`src/hw/rtl/rcd_pkg.sv`:
```
// rcd_pkg: shared types and constants for the recorder command decoder.
// No dependencies; imported by rcd_settings, recorder_command_decoder and the testbench.
package rcd_pkg;

	// table geometry (fixed by the port widths)
	localparam int CHANNELS    = 16;
	localparam int SPIKE_SLOTS = 4;
	localparam int CH_IW       = $clog2(CHANNELS);
	localparam int SLOT_IW     = $clog2(SPIKE_SLOTS);
	// word position saturates here
	localparam logic [4:0] POS_LIMIT = 5'(CHANNELS + SPIKE_SLOTS + 2);

	// transaction opcodes
	localparam logic [1:0] OP_WORD  = 2'd0;
	localparam logic [1:0] OP_READ  = 2'd1;
	localparam logic [1:0] OP_CLEAR = 2'd2;

	// command heads
	localparam logic [15:0] HEAD_SAMPLE_ON  = 16'h0001;
	localparam logic [15:0] HEAD_SAMPLE_OFF = 16'h0002;
	localparam logic [15:0] HEAD_SAMPLE_STP = 16'h0003;
	localparam logic [15:0] HEAD_CHANNELS   = 16'h0200;
	localparam logic [15:0] HEAD_MODE       = 16'h0300;
	localparam logic [15:0] HEAD_SPIKE_CH   = 16'h0400;
	localparam logic [15:0] HEAD_SPIKE_SLOT = 16'h0500;

	localparam logic [7:0] MODE_LIMIT = 8'd3;

	typedef struct packed {
		logic [1:0]  op;
		logic [15:0] word;
		logic        last;
		logic [3:0]  index;
	} item_t;

	typedef struct packed {
		logic        sampling_on;
		logic [1:0]  sample_mode;
		logic        mode_changed;
		logic [4:0]  channel_count;
		logic [3:0]  spike_channel;
		logic [15:0] channel_entry;
		logic [15:0] threshold_entry;
		logic [3:0]  spike_slot_entry;
	} rd_t;

endpackage

```
`src/hw/rtl/rcd_settings.sv`:
```
// rcd_settings: packet decode, settings registers and tables, read mux.
// Depends on rcd_pkg.
module rcd_settings import rcd_pkg::*; (
	input  logic  clk,
	input  logic  arst_n,
	input  logic  apply,
	input  item_t item,
	output rd_t   rd
);

	logic [15:0] head_q;
	logic [4:0]  pos_q;
	logic        sampling_q;
	logic [1:0]  mode_q;
	logic        mode_chg_q;
	logic [4:0]  count_q;
	logic [3:0]  spike_ch_q;
	logic        pick_q;
	logic [15:0] chan_tbl_q [CHANNELS];
	logic [15:0] thr_tbl_q  [CHANNELS];
	logic [3:0]  slot_q     [SPIKE_SLOTS];

	logic [7:0]  lb;
	logic [4:0]  pos_m1;
	logic        lb_ok;

	assign lb     = item.word[7:0];
	assign pos_m1 = pos_q - 5'd1;
	assign lb_ok  = lb < 8'(CHANNELS);

	always_ff @(posedge clk or negedge arst_n) begin
		if (!arst_n) begin
			head_q     <= '0;
			pos_q      <= '0;
			sampling_q <= 1'b0;
			mode_q     <= '0;
			mode_chg_q <= 1'b0;
			count_q    <= '0;
			spike_ch_q <= '0;
			pick_q     <= 1'b0;
			for (int i = 0; i < CHANNELS; i++) begin
				chan_tbl_q[i] <= '0;
				thr_tbl_q[i]  <= '0;
			end
			for (int i = 0; i < SPIKE_SLOTS; i++) begin
				slot_q[i] <= '0;
			end
		end else if (apply) begin
			case (item.op)
				OP_WORD: begin
					if (pos_q == 5'd0) begin
						head_q <= item.word;
						pos_q  <= 5'd1;
						case (item.word)
							HEAD_SAMPLE_ON: sampling_q <= 1'b1;
							HEAD_SAMPLE_OFF, HEAD_SAMPLE_STP: sampling_q <= 1'b0;
							HEAD_CHANNELS: count_q <= '0;
							HEAD_MODE: begin
								mode_chg_q <= 1'b1;
								sampling_q <= 1'b0;
							end
							HEAD_SPIKE_CH: pick_q <= 1'b0;
							default: ;
						endcase
					end else begin
						if (pos_q < POS_LIMIT)
							pos_q <= pos_q + 5'd1;
						case (head_q)
							HEAD_CHANNELS: begin
								if (pos_q <= 5'(CHANNELS) && lb_ok) begin
									chan_tbl_q[pos_m1[CH_IW-1:0]] <= item.word;
									count_q <= count_q + 5'd1;
								end
							end
							HEAD_MODE: begin
								if (pos_q == 5'd1 && lb < MODE_LIMIT)
									mode_q <= lb[1:0];
							end
							HEAD_SPIKE_CH: begin
								if (pos_q == 5'd1) begin
									pick_q <= lb_ok;
									if (lb_ok)
										spike_ch_q <= lb[3:0];
								end else if (pos_q == 5'd2 && pick_q) begin
									thr_tbl_q[spike_ch_q] <= item.word;
								end
							end
							HEAD_SPIKE_SLOT: begin
								if (pos_q <= 5'(SPIKE_SLOTS) && lb_ok)
									slot_q[pos_m1[SLOT_IW-1:0]] <= lb[3:0];
							end
							default: ;
						endcase
					end
					// a final word always rearms for a new head
					if (item.last)
						pos_q <= 5'd0;
				end
				OP_CLEAR: mode_chg_q <= 1'b0;
				default: ;
			endcase
		end
	end

	always_comb begin
		rd.sampling_on      = sampling_q;
		rd.sample_mode      = mode_q;
		rd.mode_changed     = mode_chg_q;
		rd.channel_count    = count_q;
		rd.spike_channel    = spike_ch_q;
		rd.channel_entry    = chan_tbl_q[item.index];
		rd.threshold_entry  = thr_tbl_q[item.index];
		rd.spike_slot_entry = slot_q[item.index[SLOT_IW-1:0]];
	end

endmodule

```
`src/hw/rtl/recorder_command_decoder.sv`:
```
// recorder_command_decoder: top level; input register, settings block, result register.
// A read transaction passes through the input register and then the result register before it is presented.
// Throughput: one transaction per cycle; the only limit is a held result register.
// Reset (arst_n low, asynchronous): all settings, tables and handshake state clear.
// Depends on rcd_pkg and rcd_settings.
module recorder_command_decoder import rcd_pkg::*; (
	input  logic        clk,
	input  logic        arst_n,
	// input channel
	input  logic        in_valid,
	output logic        in_stall,
	input  logic [1:0]  op,
	input  logic [15:0] word,
	input  logic        last,
	input  logic [3:0]  index,
	// result channel
	output logic        out_valid,
	input  logic        out_stall,
	output logic        sampling_on,
	output logic [1:0]  sample_mode,
	output logic        mode_changed,
	output logic [4:0]  channel_count,
	output logic [3:0]  spike_channel,
	output logic [15:0] channel_entry,
	output logic [15:0] threshold_entry,
	output logic [3:0]  spike_slot_entry
);

	// Stage 1 holds the accepted transaction. It retires into the settings
	// block in the cycle it advances; a read also loads the result register.
	logic  valid_s1;
	item_t item_s1;
	logic  is_read_s1;
	logic  adv_s1;
	logic  in_acc;
	rd_t   rd;
	rd_t   res_q;
	logic  out_valid_q;

	assign is_read_s1 = item_s1.op == OP_READ;
	// only a read needs room in the result register
	assign adv_s1 = valid_s1 && (!is_read_s1 || !out_valid_q || !out_stall);
	assign in_stall = valid_s1 && !adv_s1;
	assign in_acc = in_valid && !in_stall;

	always_ff @(posedge clk or negedge arst_n) begin
		if (!arst_n) begin
			valid_s1 <= 1'b0;
		end else if (in_acc) begin
			valid_s1 <= 1'b1;
		end else if (adv_s1) begin
			valid_s1 <= 1'b0;
		end
	end

	always_ff @(posedge clk) begin
		if (in_acc) begin
			item_s1.op    <= op;
			item_s1.word  <= word;
			item_s1.last  <= last;
			item_s1.index <= index;
		end
	end

	// settings, tables and the read mux; sees every transaction in order
	rcd_settings u_settings (
		.clk    (clk),
		.arst_n (arst_n),
		.apply  (adv_s1),
		.item   (item_s1),
		.rd     (rd)
	);

	// result register: reads sample state before this cycle's update,
	// which is right because a read changes nothing
	always_ff @(posedge clk or negedge arst_n) begin
		if (!arst_n) begin
			out_valid_q <= 1'b0;
		end else if (adv_s1 && is_read_s1) begin
			out_valid_q <= 1'b1;
		end else if (!out_stall) begin
			out_valid_q <= 1'b0;
		end
	end

	always_ff @(posedge clk) begin
		if (adv_s1 && is_read_s1)
			res_q <= rd;
	end

	assign out_valid        = out_valid_q;
	assign sampling_on      = res_q.sampling_on;
	assign sample_mode      = res_q.sample_mode;
	assign mode_changed     = res_q.mode_changed;
	assign channel_count    = res_q.channel_count;
	assign spike_channel    = res_q.spike_channel;
	assign channel_entry    = res_q.channel_entry;
	assign threshold_entry  = res_q.threshold_entry;
	assign spike_slot_entry = res_q.spike_slot_entry;

`ifndef ASSERT_OFF
	// stage 1 only waits behind a held result
	a_stall_cause: assert property (@(posedge clk) disable iff (!arst_n)
		(valid_s1 && in_stall) |-> (is_read_s1 && out_valid_q && out_stall))
		else $error("stage 1 stalled without a held result");

	// a retiring read always presents a result next cycle
	a_read_result: assert property (@(posedge clk) disable iff (!arst_n)
		(adv_s1 && is_read_s1) |=> out_valid_q)
		else $error("read retired without a result");

	// non-read transactions never create a result
	a_no_spurious: assert property (@(posedge clk) disable iff (!arst_n)
		(!out_valid_q && !(adv_s1 && is_read_s1)) |=> !out_valid_q)
		else $error("result appeared without a read");

	// channel count cannot pass the table size
	a_count_range: assert property (@(posedge clk) disable iff (!arst_n)
		out_valid_q |-> (channel_count <= 5'(CHANNELS)))
		else $error("channel count out of range");
`endif

endmodule

```
`config.mk`:
```
export PLATFORM = sky130hd
export DESIGN_NAME = recorder_command_decoder
export DESIGN_NICKNAME = d
export VERILOG_FILES = /design/src/hw/rtl/rcd_pkg.sv /design/src/hw/rtl/rcd_settings.sv /design/src/hw/rtl/recorder_command_decoder.sv
export SDC_FILE = /design/constraint.sdc
export NUM_CORES = 1
export LEC_CHECK = 0
export BUFFER_PORTS_ARGS = -buffer_cell sky130_fd_sc_hd__buf_2
export CAP_MARGIN = 25
export CELL_PAD_IN_SITES_DETAIL_PLACEMENT = 1
export CELL_PAD_IN_SITES_GLOBAL_PLACEMENT = 2
export CORE_MARGIN = 5
export CORE_UTILIZATION = 51
export DETAILED_ROUTE_END_ITERATION = 8
export GPL_TIMING_DRIVEN = 0
export PLACE_DENSITY = 0.89
export SLEW_MARGIN = 40
export SYNTH_ARGS = -nofsm -noshare
export SYNTH_HDL_FRONTEND = slang
export SYNTH_SLANG_ARGS = --single-unit
```
`constraint.sdc`:
```
create_clock -name clk -period 11.15 [get_ports clk]
set_input_delay 1.6725 -clock clk [delete_from_list [all_inputs] [get_ports clk]]
set_output_delay 1.6725 -clock clk [all_outputs]
set_load 0.02 [all_outputs]
```
Yosys cells after proc, flatten, opt, wreduce, memory -nomap -nowiden --
Index checks and enable logic that the tools add are counted.
Operators by class: reductions and logical operators 40, div/mod/pow operators 0, shifts and indexed selects 0, bitwise gates (word level) 7, $add $sub $neg 3, $mul 0, multiplexer cells 37, magnitude comparators 13, equality and inequality tests 19
Operators with widths (number):
- 256-bit bitwise mux | 2
- 16-bit binary-select mux with 4-bit select | 2
- 16-bit demux with 4-bit select | 2
- 16-bit 2-to-1 mux | 6
- 16-bit by 10-bit == test with 1-bit output (second input constant) | 4
- 16-bit by 11-bit == test with 1-bit output (second input constant) | 3
- 5-bit 2-to-1 mux | 7
- 16-bit by 2-bit == test with 1-bit output (second input constant) | 2
- 5-bit AND reduction | 5
- 16-bit bitwise mux | 1
- 16-bit by 1-bit == test with 1-bit output (second input constant) | 1
- 5-bit >= comparator (second input constant) | 3
- 4-bit NOT with 5-bit output | 3
- 2-bit nonzero test | 7
- 4-bit 2-to-1 mux | 3
- 6-bit AND reduction | 2
- 1-bit logical AND | 11
- 5-bit by 1-bit adder with 5-bit output (second input constant) | 2
- 5-bit by 1-bit < comparator with 1-bit output (second input constant) | 2
- 1-bit 2-to-1 mux | 10
- 4-bit binary-select mux with 2-bit select | 1
- 4-bit demux with 2-bit select | 1
- 8-bit by 2-bit < comparator with 1-bit output (second input constant) | 1
- 8-bit by 5-bit < comparator with 1-bit output (second input constant) | 1
- other kinds (23) | 37
Storage, ports and cells: memory bits (read-only) 0, output and inout bits 51, memory bits (writable) 0, word-level logic and storage cells 177, bits of input ports 27, memories kept 0, latch bits 0, bits in registers 637

Longest topological paths before layout --
word-level depth 10, depth in mapped cells 10

By module --
A second synthesis with hierarchy kept.
Second synthesis, totals: cell total of the unflattened synthesis 1670, area total of the unflattened synthesis 27959.3 µm²
By module, submodules not included:
- rcd_settings | instances 1, seq. area each 14088.5 µm², area each 25683.4 µm², cells each 1586
- recorder_command_decoder | instances 1, seq. area each 2212.1 µm², area each 2275.9 µm², cells each 84

Least setup slack after synthesis --
OpenSTA, ideal clock, no wires.
path type input -> register, start input out_stall, end register res_q (netlist bit channel_count[0]), enable pin, stages on the path 3, arrival time 5.555 ns, library setup time 0.529 ns, required time 10.621 ns, slack 5.066 ns, path through nand4b_1 > nand2_1 > nor3b_1
On the way: cells in the longest elaborated chain, start to end 4
RTL lines:
- start: declaration | line recorder_command_decoder.sv:18 | input logic out_stall,
- 1-bit zero test
- 1-bit logical OR | line recorder_command_decoder.sv:42 | assign adv_s1 = valid_s1 && (!is_read_s1 || !out_valid_q || !out_stall);
- 1-bit logical AND | line recorder_command_decoder.sv:42
- 1-bit logical AND | line recorder_command_decoder.sv:87 | if (adv_s1 && is_read_s1)
- end signal: assignment | line recorder_command_decoder.sv:88 | res_q <= rd;
- end: declaration | line recorder_command_decoder.sv:37 | rd_t res_q;
No other way between the ends. A chain may end at the register's enable or synchronous reset.

Worst setup path in the final report --
start input out_stall, end register u_settings.thr_tbl_q[142] (netlist bit)
On the way: cells in the longest elaborated chain, start to end 4
RTL lines:
- 1-bit zero test
- 1-bit logical OR | line recorder_command_decoder.sv:42
- 1-bit logical AND | line recorder_command_decoder.sv:42
- 6-bit AND reduction (no source line)
- end signal: indexed assignment | line rcd_settings.sv:85 | thr_tbl_q[spike_ch_q] <= item.word;
- end: declaration | line rcd_settings.sv:20 | logic [15:0] thr_tbl_q [CHANNELS];
No other way between the ends.

==> flow_summary.json <==
{
  "num_antenna_cells": 0,
  "core-area_um2": 53900,
  "die-area_um2": 59300,
  "crit_path_end_kind": "flop",
  "pre_cts_ws_ns": 6.26,
  "synth_xor_area_frac": 0.000629,
  "numCtsBuffers": 69,
  "slew_headroom": 0.401,
  "cts_tree": "done",
  "ir_worst_vdd_v": 0.000102,
  "placed_cells_incl_taps": 2468,
  "grt_pass1_wl_mm": 117,
  "drive_gt1_frac": 0.493,
  "grt_overflow": 0,
  "gp_congestion": 0.804,
  "ios": 78,
  "initial_core_util": 0.516,
  "synthTopCellsByArea": "dfrtp_1 51%, mux2_2 19%, mux4_2 13%",
  "clkTransAtPathRegs_ns": 0.06,
  "drc_errors": 0,
  "area_growth_pct": 14.6,
  "cts_buffer_depth": 3,
  "synth_compound_area_frac": 0.00593,
  "clkLatencyLatePin_ns": 0.61,
  "yosysSeqAreaShare": 0.586,
  "htreeDepth": 3,
  "grt_setup_unrepaired": "false",
  "cts_hold_buf": 0,
  "yosysMostFrequentCell": "dfrtp_1",
  "post_cts_resized": 0,
  "antenna_found_initial": 0,
  "fmaxAchievable_mhz": 233,
  "ys_ff_latch": 637,
  "grt_usage": 0.259,
  "port_buffers": 77,
  "cts_setup_buffers": 0,
  "row_count": 85,
  "hpwl_mm": 50.1,
  "hold_viol": 0,
  "grt_pass1_vias": 18200,
  "cts_root_buf": "clkbuf_16",
  "instances_no_fill": 2596,
  "synth-simple-area-share": 0.0486,
  "crit_fanout": 10,
  "tightest_slew_ns": 0.898,
  "dr.first_iter.drc_count": 1181,
  "total_power_mw": 5.03,
  "synth_ff_type": "dfrtp_1",
  "syn_area_per_cell_um2": 16.6,
  "via_per_inst": 6.15,
  "synthesis.area_um2": 27800,
  "yosysWarnings": 0,
  "cp_data_arrival_time_ns": 4.77,
  "syn-num-nets": 1714,
  "synth_top_cell_area_share": 0.508,
  "p_leak_nw": 15.2,
  "grt_max_degree": 81,
  "fin_crit_ns": 4.29,
  "synth_top_family_by_area": "multiplexers",
  "routedWlPerCell_um": 29.1,
  "synthArstFlopShare": 0.887,
  "synthAdderAreaFrac": 0.00351,
  "postSynthCellCount": 1680,
  "start_kind": "input port",
  "cts_num_sinks": 637,
  "yosys.area.top_type": "dfrtp_1",
  "timing.max_cap.violations": 0,
  "routed_wl_mm": 75.5,
  "synth.area.mux_share": 0.334,
  "period_share": 0.385,
  "status": "finished clean",
  "worstHoldPathType": "reg -> reg",
  "vias": 16000,
  "die_x_um": 244,
  "criticalPathCategory": "in -> reg",
  "skew_ns": 0.0258,
  "fin_ws_ns": 6.86,
  "slew_viol_final": 0,
  "crit_required_ns": 11.63,
  "synth_common_cells": "565 x dfrtp_1, 459 x mux2_2, 164 x mux4_2",
  "setup_violations": 0,
  "ant_nets": 0,
  "cellPowerDensity_nw_per_um2": 158,
  "first_pass_iters": 5,
  "synth_enable_flop_cells": 72,
  "fp.dieH_um": 244,
  "nets": 1877,
  "synth_cell_types": 52
}
[power breakdown]
group / total (mW) / internal (mW) / switching, mW / leakage, nW
Clock: 2.36 / 1.40 / 0.961 / 1.15
Combinational: 0.261 / 0.0808 / 0.181 / 5.52
Sequential: 2.41 / 2.38 / 0.0315 / 8.56
Total: 5.03 / 3.86 / 1.17 / 15.2
[placed cells by master (no fill, tap or decap), types with 9 or more instances in the layout]
cell type / synthesis / routed
nor4_4: 1 / 17
clkinv_2: 0 / 14
clkbuf_8: 0 / 9
buf_2: 24 / 114
clkbuf_16: 0 / 73
nor2_1: 14 / 14
inv_1: 9 / 9
and2_1: 65 / 64
clkbuf_1: 89 / 83
mux2_4: 24 / 24
dfrtp_1: 565 / 565
clkbuf_2: 0 / 20
edfxtp_1: 72 / 72
mux2_2: 459 / 459
nand3_1: 22 / 22
nand2_1: 30 / 30
mux4_2: 164 / 164
[metrics by stage]
| stage | area, um^2 | util | setup TNS [ns] | hold WS [ns] |
|---|---|---|---|---|
| floorplan | 27800 | - | 0 | 0.421 |
| global placement | 29100 | 0.539 | -1530.34 | 0.432 |
| detailed placement | 29500 | 0.548 | 0 | 0.446 |
| CTS | 31900 | 0.591 | 0 | 0.464 |
| global route | 31900 | 0.591 | 0 | 0.476 |
| finish | 31900 | 0.591 | 0 | 0.467 |
[worst max-delay path: stages]
cell	delay, ns
buf_2	0.11
nand4b_1	0.22
nand2_1	0.15
nand4bb_1	0.25
clkbuf_1	0.36
buf_2	0.40
nor4_4	0.77
buf_2	0.45
mux2_2	0.38
[cells by family (layout without fill, tap and decap cells)]
logic type	Yosys count	count (layout)
mux	654	654
simple gates	208	208
xor+xnor	2	2
buf+inv	145	365
flops	637	637
fa+ha+maj	8	8
compound gates	26	26
[final cells by class]
class	instances	area, um^2
multi-input combinational	898	11100
sequential	637	16300
buffer	136	609
tap	696	871
clock inverter	32	332
inverter	9	33.8
timing repair buffer	92	644
fill	4812	22000
clock buffer	96	2000
[flip-flops by register name, indices dropped and copies added (netlist names), 5 cells and up]
signal                 count
channel_count              5
channel_entry             16
item_s1                   23
threshold_entry           16
u_settings.chan_tbl_q    256
u_settings.count_q         5
u_settings.head_q         16
u_settings.pos_q           5
u_settings.slot_q         16
u_settings.thr_tbl_q     256
[metal layers]
layer  GRT usage  part of all wire  vias to the layer above
met2       0.423              0.49                      401
li1            -                 -                     6603
met1       0.356              0.43                     8817
met4      0.0885             0.036                        0
met3      0.0479             0.045                      152
met5           0                 0                        -
[path summary, 6_finish.rpt]
check                                                      start                               endpoint  slack (ns)  depth (start not counted)
worst min-delay path            u_settings.mode_q[0]$_DFFE_PN0P_               sample_mode[0]$_DFFE_PP_        0.47                          0
max in group asynchronous                                 arst_n  u_settings.thr_tbl_q[246]$_DFFE_PN0P_        8.57                          4
min in group asynchronous                                 arst_n      u_settings.slot_q[13]$_DFFE_PN0P_        1.02                          1
worst max register to register   u_settings.pos_q[1]$_DFFE_PN0P_  u_settings.thr_tbl_q[142]$_DFFE_PN0P_        7.12                         10
worst max-delay path                                   out_stall  u_settings.thr_tbl_q[142]$_DFFE_PN0P_        6.86                          9
worst min register to register  u_settings.mode_q[0]$_DFFE_PN0P_               sample_mode[0]$_DFFE_PP_        0.47                          0
Note: power is estimated with default switching activity, not from simulation.
